### src/hw/rtl/coin_pulse_width_counter_unit_assert.svh
// Assertion macros for the coin pulse width counter
`ifndef COIN_PULSE_WIDTH_COUNTER_UNIT_ASSERT_SVH
`define COIN_PULSE_WIDTH_COUNTER_UNIT_ASSERT_SVH

`ifndef SYNTHESIS
`define CPWC_ASSERT_RST(label, clk, rst_n, prop, msg) \
    label: assert property (@(posedge clk) disable iff (!(rst_n)) (prop)) \
        else $error(msg);
`define CPWC_ASSERT(label, clk, prop, msg) \
    label: assert property (@(posedge clk) (prop)) else $error(msg);
`else
`define CPWC_ASSERT_RST(label, clk, rst_n, prop, msg)
`define CPWC_ASSERT(label, clk, prop, msg)
`endif

`endif

### src/hw/rtl/cpwc_pkg.sv
`timescale 1ns / 1ps

package cpwc_pkg;

    localparam int CFG_BITS       = 16;
    localparam int CFG_IDX_BITS   = 2;
    localparam int TS_BITS        = 32;
    localparam int LINE_BITS      = 4;
    localparam int MODE_BITS      = 2;
    localparam int REPORT_BITS    = 2;
    localparam int OUT_COUNT_BITS = 16;
    localparam int METER_BITS     = 32;

    localparam logic [CFG_BITS-1:0] MIN_WIDTH_RST = 16'd10;
    localparam logic [CFG_BITS-1:0] MAX_WIDTH_RST = 16'd500;
    localparam logic [CFG_BITS-1:0] IDLE_TIME_RST = 16'd2000;

    localparam logic [MODE_BITS-1:0] MODE_NORMAL = 2'd0;
    localparam logic [MODE_BITS-1:0] MODE_ADMIN  = 2'd1;

    localparam logic [REPORT_BITS-1:0] REPORT_NONE   = 2'd0;
    localparam logic [REPORT_BITS-1:0] REPORT_NORMAL = 2'd1;
    localparam logic [REPORT_BITS-1:0] REPORT_ADMIN  = 2'd2;

    typedef enum logic [CFG_IDX_BITS-1:0] {
        CFG_MIN_WIDTH = 2'd0,
        CFG_MAX_WIDTH = 2'd1,
        CFG_IDLE_TIME = 2'd2
    } t_cfg_idx;

    typedef struct packed {
        logic [CFG_BITS-1:0] width_lo;
        logic [CFG_BITS-1:0] width_hi;
        logic [CFG_BITS-1:0] idle_time;
    } t_cfg;

    typedef struct packed {
        logic [TS_BITS-1:0]   timestamp_ms;
        logic [LINE_BITS-1:0] line_levels;
        logic [MODE_BITS-1:0] op_mode;
    } t_scan;

    typedef struct packed {
        logic [LINE_BITS-1:0]      counted_mask;
        logic [REPORT_BITS-1:0]    report_set;
        logic [OUT_COUNT_BITS-1:0] count_ch0;
        logic [OUT_COUNT_BITS-1:0] count_ch1;
        logic [OUT_COUNT_BITS-1:0] count_ch2;
        logic [OUT_COUNT_BITS-1:0] count_ch3;
    } t_result;

endpackage

### src/hw/rtl/cpwc_lane.sv
`timescale 1ns / 1ps

module cpwc_lane import cpwc_pkg::*; #(
    parameter int COUNT_BITS = 16,
    parameter int TIME_BITS  = 32
) (
    input  logic                  i_clk,
    input  logic                  i_rst_n,
    input  logic                  i_accept,
    input  logic [TIME_BITS-1:0]  i_now,
    input  logic                  i_level,
    input  logic [MODE_BITS-1:0]  i_mode,
    input  t_cfg                  i_cfg,
    output logic                  o_counted,
    output logic [COUNT_BITS-1:0] o_normal,
    output logic [COUNT_BITS-1:0] o_admin
);

    logic                  r_last_level;
    logic                  r_idle_level;
    logic [TIME_BITS-1:0]  r_last_change;
    logic [COUNT_BITS-1:0] r_normal;
    logic [COUNT_BITS-1:0] r_admin;
    logic [METER_BITS-1:0] r_meter;

    logic                  n_idle_level;
    logic [TIME_BITS-1:0]  n_last_change;
    logic [COUNT_BITS-1:0] n_normal;
    logic [COUNT_BITS-1:0] n_admin;
    logic [METER_BITS-1:0] n_meter;

    logic [TIME_BITS-1:0]  w_dt;
    logic                  w_changed;
    logic                  w_in_window;
    logic                  w_pulse;
    logic                  w_cnt_normal;
    logic                  w_cnt_admin;

    always_comb begin
        w_dt         = i_now - r_last_change;
        w_changed    = i_level != r_last_level;
        w_in_window  = (w_dt >= TIME_BITS'(i_cfg.width_lo))
                    && (w_dt <= TIME_BITS'(i_cfg.width_hi));
        w_pulse      = w_changed && (i_level == r_idle_level) && w_in_window;
        w_cnt_normal = w_pulse && (i_mode == MODE_NORMAL);
        w_cnt_admin  = w_pulse && (i_mode == MODE_ADMIN);

        n_normal      = w_cnt_normal ? r_normal + COUNT_BITS'(1) : r_normal;
        n_meter       = w_cnt_normal ? r_meter + METER_BITS'(1) : r_meter;
        n_admin       = w_cnt_admin ? r_admin + COUNT_BITS'(1) : r_admin;
        n_last_change = w_changed ? i_now : r_last_change;
        n_idle_level  = (!w_changed && (w_dt > TIME_BITS'(i_cfg.idle_time)))
                      ? i_level : r_idle_level;
    end

    always_ff @(posedge i_clk) begin
        if (!i_rst_n) begin
            r_last_level  <= 1'b0;
            r_idle_level  <= 1'b0;
            r_last_change <= '0;
            r_normal      <= '0;
            r_admin       <= '0;
            r_meter       <= '0;
        end else if (i_accept) begin
            r_last_level  <= i_level;
            r_idle_level  <= n_idle_level;
            r_last_change <= n_last_change;
            r_normal      <= n_normal;
            r_admin       <= n_admin;
            r_meter       <= n_meter;
        end
    end

    assign o_counted = w_cnt_normal || w_cnt_admin;
    assign o_normal  = n_normal;
    assign o_admin   = n_admin;

endmodule

### src/hw/rtl/cpwc_merge.sv
`timescale 1ns / 1ps

module cpwc_merge import cpwc_pkg::*; #(
    parameter int CHANNELS   = 4,
    parameter int COUNT_BITS = 16
) (
    input  logic                                 i_clk,
    input  logic                                 i_rst_n,
    input  logic                                 i_accept,
    input  logic [MODE_BITS-1:0]                 i_mode,
    input  logic [CHANNELS-1:0]                  i_counted,
    input  logic [CHANNELS-1:0][COUNT_BITS-1:0]  i_normal,
    input  logic [CHANNELS-1:0][COUNT_BITS-1:0]  i_admin,
    input  logic                                 i_out_stall,
    output logic                                 o_out_valid,
    output t_result                              o_out_data,
    output logic                                 o_in_stall
);

    logic [REPORT_BITS-1:0]                   w_report;
    logic [LINE_BITS-1:0]                     w_mask;
    logic [LINE_BITS-1:0][OUT_COUNT_BITS-1:0] w_counts;
    t_result                                  w_res;

    logic    r_out_valid;
    t_result r_out;
    logic    r_skid_valid;
    t_result r_skid;
    logic    w_load_out;

    always_comb begin
        if (i_counted == '0) begin
            w_report = REPORT_NONE;
        end else if (i_mode == MODE_NORMAL) begin
            w_report = REPORT_NORMAL;
        end else begin
            w_report = REPORT_ADMIN;
        end
    end

    for (genvar k = 0; k < LINE_BITS; k++) begin : g_out
        if (k < CHANNELS) begin : g_used
            assign w_mask[k]   = i_counted[k];
            assign w_counts[k] = (w_report == REPORT_NORMAL) ? OUT_COUNT_BITS'(i_normal[k])
                               : (w_report == REPORT_ADMIN)  ? OUT_COUNT_BITS'(i_admin[k])
                               : '0;
        end else begin : g_unused
            assign w_mask[k]   = 1'b0;
            assign w_counts[k] = '0;
        end
    end

    always_comb begin
        w_res.counted_mask = w_mask;
        w_res.report_set   = w_report;
        w_res.count_ch0    = w_counts[0];
        w_res.count_ch1    = w_counts[1];
        w_res.count_ch2    = w_counts[2];
        w_res.count_ch3    = w_counts[3];
    end

    // output register plus skid entry
    assign w_load_out = !r_out_valid || !i_out_stall;

    always_ff @(posedge i_clk) begin
        if (!i_rst_n) begin
            r_out_valid  <= 1'b0;
            r_skid_valid <= 1'b0;
        end else if (w_load_out) begin
            if (r_skid_valid) begin
                r_out_valid  <= 1'b1;
                r_skid_valid <= 1'b0;
            end else begin
                r_out_valid  <= i_accept;
            end
        end else if (i_accept) begin
            r_skid_valid <= 1'b1;
        end
    end

    always_ff @(posedge i_clk) begin
        if (w_load_out) begin
            r_out <= r_skid_valid ? r_skid : w_res;
        end else if (i_accept) begin
            r_skid <= w_res;
        end
    end

    assign o_out_valid = r_out_valid;
    assign o_out_data  = r_out;
    assign o_in_stall  = r_skid_valid;

endmodule

### src/hw/rtl/coin_pulse_width_counter_unit.sv
// Coin pulse width counter.
// Input channel (i_in_valid / o_in_stall / i_in_data): one scan per request,
// carrying a millisecond timestamp, the coin line levels and the mode.
// Output channel (o_out_valid / i_out_stall / o_out_data): one result per
// scan with the counted mask, the reported set and four channel counts.
// Config port (i_cfg_we / i_cfg_idx / i_cfg_data): min width, max width and
// idle time; write only while no scan is in flight.
// Each channel has its own lane (level, idle level, change time, counters);
// all lanes update in the cycle a scan is accepted and a merge stage builds
// the result.
// The result of an accepted scan is registered in the output register, or in the skid entry when the output stalls.
// Throughput: one scan per cycle while the input is not stalled.
// Reset (synchronous, active low) clears all channel state and counters and
// loads the default widths and idle time.
// When the receiver stalls, one more scan lands in a skid entry; the input
// then stalls until the output drains.
`timescale 1ns / 1ps
`include "coin_pulse_width_counter_unit_assert.svh"

module coin_pulse_width_counter_unit import cpwc_pkg::*; #(
    parameter int CHANNELS   = 4,
    parameter int COUNT_BITS = 16,
    parameter int TIME_BITS  = 32
) (
    input  logic                    i_clk,
    input  logic                    i_rst_n,
    input  logic                    i_in_valid,
    output logic                    o_in_stall,
    input  t_scan                   i_in_data,
    output logic                    o_out_valid,
    input  logic                    i_out_stall,
    output t_result                 o_out_data,
    input  logic                    i_cfg_we,
    input  logic [CFG_IDX_BITS-1:0] i_cfg_idx,
    input  logic [CFG_BITS-1:0]     i_cfg_data
);

    t_cfg r_cfg;
    t_cfg n_cfg;

    logic                                w_accept;
    logic [TIME_BITS-1:0]                w_now;
    logic [CHANNELS-1:0]                 w_level;
    logic [CHANNELS-1:0]                 w_counted;
    logic [CHANNELS-1:0][COUNT_BITS-1:0] w_normal;
    logic [CHANNELS-1:0][COUNT_BITS-1:0] w_admin;

    always_comb begin
        n_cfg = r_cfg;
        if (i_cfg_we) begin
            unique case (i_cfg_idx)
                CFG_MIN_WIDTH: n_cfg.width_lo  = i_cfg_data;
                CFG_MAX_WIDTH: n_cfg.width_hi  = i_cfg_data;
                CFG_IDLE_TIME: n_cfg.idle_time = i_cfg_data;
                default: ;
            endcase
        end
    end

    always_ff @(posedge i_clk) begin
        if (!i_rst_n) begin
            r_cfg.width_lo  <= MIN_WIDTH_RST;
            r_cfg.width_hi  <= MAX_WIDTH_RST;
            r_cfg.idle_time <= IDLE_TIME_RST;
        end else begin
            r_cfg <= n_cfg;
        end
    end

    assign w_accept = i_in_valid && !o_in_stall;
    assign w_now    = i_in_data.timestamp_ms[TIME_BITS-1:0];

    for (genvar c = 0; c < CHANNELS; c++) begin : g_lane
        if (c < LINE_BITS) begin : g_line
            assign w_level[c] = i_in_data.line_levels[c];
        end else begin : g_noline
            assign w_level[c] = 1'b0;
        end

        cpwc_lane #(
            .COUNT_BITS (COUNT_BITS),
            .TIME_BITS  (TIME_BITS)
        ) u_lane (
            .i_clk     (i_clk),
            .i_rst_n   (i_rst_n),
            .i_accept  (w_accept),
            .i_now     (w_now),
            .i_level   (w_level[c]),
            .i_mode    (i_in_data.op_mode),
            .i_cfg     (r_cfg),
            .o_counted (w_counted[c]),
            .o_normal  (w_normal[c]),
            .o_admin   (w_admin[c])
        );
    end

    cpwc_merge #(
        .CHANNELS   (CHANNELS),
        .COUNT_BITS (COUNT_BITS)
    ) u_merge (
        .i_clk       (i_clk),
        .i_rst_n     (i_rst_n),
        .i_accept    (w_accept),
        .i_mode      (i_in_data.op_mode),
        .i_counted   (w_counted),
        .i_normal    (w_normal),
        .i_admin     (w_admin),
        .i_out_stall (i_out_stall),
        .o_out_valid (o_out_valid),
        .o_out_data  (o_out_data),
        .o_in_stall  (o_in_stall)
    );

    `CPWC_ASSERT_RST(a_stall_has_out, i_clk, i_rst_n,
        o_in_stall |-> o_out_valid, "input stalled with empty output")
    `CPWC_ASSERT_RST(a_mask_reports, i_clk, i_rst_n,
        (o_out_valid && (o_out_data.counted_mask != '0))
            |-> (o_out_data.report_set != REPORT_NONE),
        "counted coin without report set")
    `CPWC_ASSERT_RST(a_cfg_min_write, i_clk, i_rst_n,
        (i_cfg_we && (i_cfg_idx == CFG_MIN_WIDTH))
            |=> (r_cfg.width_lo == $past(i_cfg_data)),
        "min width write lost")

endmodule

### config.mk
export PLATFORM = sky130hd
export DESIGN_NAME = coin_pulse_width_counter_unit
export DESIGN_NICKNAME = d
export VERILOG_FILES = /design/src/hw/rtl/cpwc_pkg.sv /design/src/hw/rtl/cpwc_lane.sv /design/src/hw/rtl/cpwc_merge.sv /design/src/hw/rtl/coin_pulse_width_counter_unit.sv
export VERILOG_INCLUDE_DIRS = /design/src /design/src/hw/rtl
export SDC_FILE = /design/constraint.sdc
export NUM_CORES = 1
export LEC_CHECK = 0
export ABC_AREA = 1
export BUFFER_PORTS_ARGS = -buffer_cell sky130_fd_sc_hd__buf_2
export CAP_MARGIN = 20
export CELL_PAD_IN_SITES_DETAIL_PLACEMENT = 1
export CELL_PAD_IN_SITES_GLOBAL_PLACEMENT = 1
export CORE_MARGIN = 5
export CORE_UTILIZATION = 42
export CTS_CLUSTER_DIAMETER = 200
export DETAILED_ROUTE_END_ITERATION = 8
export GPL_TIMING_DRIVEN = 0
export PLACE_DENSITY = 0.83
export SLEW_MARGIN = 0
export SYNTH_ARGS = -nofsm -noshare
export SYNTH_HDL_FRONTEND = slang
export SYNTH_HIERARCHICAL = 1
export SYNTH_SLANG_ARGS = --single-unit
### constraint.sdc
create_clock -name i_clk -period 6.15 [get_ports i_clk]
set_input_delay 0.9225 -clock i_clk [delete_from_list [all_inputs] [get_ports i_clk]]
set_output_delay 0.9225 -clock i_clk [all_outputs]
set_load 0.03 [all_outputs]
==> impl_metrics.tcl <==
set metrics [dict create \
    status "completed" \
    reg2reg_depth 27 \
    clkSinkCount 454 \
    rsz0062_at_grt "no" \
    area_growth_pct 10.8 \
    start_util_pct 42.4 \
    num_io_pins 133 \
    required_ns 6.65 \
    synth_nets 6289 \
    worstSetupPathType "in2reg" \
    fin_nets 6479 \
    drt_iter0_drc 2627 \
    rows 110 \
    hold_class "reg2reg" \
    setup_viol_count_final 0 \
    r2r-end "u_merge/o_out_data[3]" \
    clk_path_buf_depth 3 \
    max_slew.worst_pin.slew_ns 1.10 \
    place_ws_ns -0.640 \
    tritoncts "yes" \
    maxCapViolCount 0 \
    synth_warnings 6 \
    hpwlAfterDp_mm 109 \
    power_leakage_nw 22.7 \
    p_per_area_nw_per_um2 242 \
    slowest_stage "a21oi_1" \
    timing.final.ws_setup_ns 0.290 \
    period_share_pct 95.3 \
    die_y_um 312 \
    whs_ns 0.457 \
    worstPathMaxFanout 10 \
    gp_congestion 0.920 \
    r2r_start "g_lane[0].u_lane/r_last_change[0]" \
    drt-total-wl_mm 140 \
    placed_cell_area_um2 40500 \
    cp-end-kind "flop" \
    drive_above_1_share_pct 11.3 \
    cp_top_family "simple AND/OR/NAND/NOR gates" \
    dr.pass1.iters 5 \
    grt_usage_pct 27.8 \
    cpMostUsedCell "nand2_1" \
    final_area_um2 42500 \
    cts_buffers 56 \
    slew_headroom_pct 26.9 \
    post-route-min-period_ns 5.86 \
    overflow 0 \
    postSynthCellCount 5900 \
    grt_max_degree 73 \
    grt_pass1_vias 40200 \
    ys_seq_elements 454 \
    clk_latency_ns 0.65 \
    ys_types 48 \
    reg2reg_slack_ns 0.68 \
    cts_setup_buffers 0 \
    drtAntennaViolNets 0 \
    grt_pass1_wl_mm 218 \
    max_freq_mhz 171 \
    postSynthAreaPerCell_um2 6.50 \
    htree_levels 2 \
    cts_root_buf "clkbuf_16" \
    viasPerCell 5.34 \
    finalHoldViolCount 0 \
    worst_ep_arrival_time_ns 6.36 \
    peakVddDrop_v 0.000232 \
    min_to "g_lane[0].u_lane/r_last_change[16]" \
    clkTransAtPathRegs_ns 0.06 \
    finClkSkew_ns 0.0401 \
    antenna_found_initial 10 \
    die_w_um 312 \
    start_kind "input pin" \
    drcViolationCount 0 \
    final_max_slew_viol_count 0 \
    wl_per_cell_um 19.1 \
    max_stage_delay_ns 0.57 \
    ys_seq_area_share_pct 27.4 \
    total_power_w 0.0103 \
    syn-cell-area_um2 38300 \
    io_buffer_count 129 \
    hold_buffers 0 \
    crit_buf_inv 5 \
    core_area_um2 90300 \
    min_from "g_lane[0].u_lane/r_last_change[16]" \
    dieArea_um2 97400 \
    vias 39100 \
    holdPathStages 2 \
]
## worst max path at each step
stage	to	from	cells past startpoint
6_report	u_merge/o_out_data[3]	i_in_data[6]	27
5_1_grt	u_merge/o_out_data[29]	i_in_data[6]	29
4_1_cts	u_merge/o_out_data[3]	i_in_data[6]	29
3_5_place_dp	u_merge/o_out_data[3]	i_in_data[6]	29
3_3_place_gp	u_merge/r_skid[54]	i_out_stall	3
2_1_floorplan	u_merge/r_skid[0]	i_out_stall	2
## sequential cells by signal, summed over array words and instances, names as in the netlist
signal and cells:
g_lane.u_lane/r_admin 64, u_merge/o_out_valid 1, u_merge/r_skid 70, g_lane.u_lane/r_last_change 128
u_merge/o_out_data 70, g_lane.u_lane/r_normal 64, g_lane.u_lane/r_last_level 4, g_lane.u_lane/r_idle_level 4
r_cfg 48, u_merge/o_in_stall 1
## per-stage QoR
step	TNS, ns	utilization [%]	instances
after global placement	-194.84	44.8	7205
after detailed placement	-65.26	44.9	7208
after global routing	0	47.0	7315
final	0	47.0	7315
after floorplan	0	-	5900
after CTS	0	47.0	7313
## synthesized netlist by cell type (all sizes together)
master | count | area [µm²]
clkbuf | 77 | 289
a221oi | 3 | 26.3
nor3 | 69 | 365
a21oi | 423 | 2130
o21bai | 11 | 82.6
xor2 | 63 | 552
a211oi | 9 | 67.6
inv | 1241 | 4670
dlygate4sd3 | 1 | 10.0
nand3b | 9 | 67.6
nor2 | 370 | 1760
clkinv | 7 | 26.3
buf | 76 | 682
xnor2 | 20 | 175
a21o | 3 | 22.5
o21ai | 287 | 1480
nor4 | 8 | 50.1
fa | 4 | 80.1
o21a | 1 | 7.51
ha | 324 | 4050
nand3 | 439 | 2920
and2 | 14 | 87.6
nand2 | 1836 | 7230
o211ai | 4 | 30.0
o221ai | 3 | 26.3
dfxtp | 314 | 6290
edfxtp | 140 | 4200
and3 | 5 | 31.3
nand4 | 139 | 907
## tightest hold or removal path: stages, from the launching register on
cell     delay, ns
dfxtp_1       0.30
inv_1         0.06
a21oi_1       0.05
## cell families (layout without fill, tap and decap cells)
logic type               count (synthesis)  in the layout  share of synthesized area [%]
adder cells (fa/ha/maj)                328            328                           10.8
AO/OA/AOI/OAI                          744            744                           10.1
other                                    0              2                              0
AND/OR/NAND/NOR                       2889           2889                           35.0
flip-flops                             454            454                           27.4
XOR/XNOR                                83             83                           1.90
buffers and inverters                 1402           1639                           14.8
## placed cells by master (no fill, tap or decap), drive strengths merged, types with 5 or more instances in the layout
cell type	n
a211oi	9
a21oi	423
and2	14
and3	5
buf	207
bufinv	7
clkbuf	148
clkinv	25
clkinvlp	5
dfxtp	314
edfxtp	140
ha	324
inv	1246
nand2	1836
nand3	439
nand3b	9
nand4	139
nor2	370
nor3	69
nor4	8
o21ai	287
o21bai	11
xnor2	20
xor2	63
## layer usage
layer	GRT usage (%)	vias up	part of all wire [%]	wire length, µm
met5	0	-	0	0
met4	10.8	0	4.5	6250
met3	4.21	292	5.9	8180
met2	48.3	955	47	65700
met1	34.9	18900	43	59700
li1	-	19000	-	-
## timing repair
item	4_1_cts	5_1_grt
endpoints found under the hold margin	0	0
setup endpoints to repair	0	132
gates resized for setup	0	2
## cell type report
type	instances	area [µm²]
sequential	454	10500
clock buffer	70	1500
buffer	154	981
antenna	2	5.00
inverter	1248	4690
timing repair buffer	132	703
tap	1176	1470
multi-input combinational	4044	22200
clock inverter	35	435
fill	12200	47800
## power breakdown
part | internal [W] | leakage (nW) | switching [W]
clock | 0.00205 | 0.945 | 0.00147
combinational | 0.00108 | 17.5 | 0.00230
sequential | 0.00326 | 4.18 | 0.000144
total | 0.00639 | 22.7 | 0.00391
(Power assumes the default switching activity.)
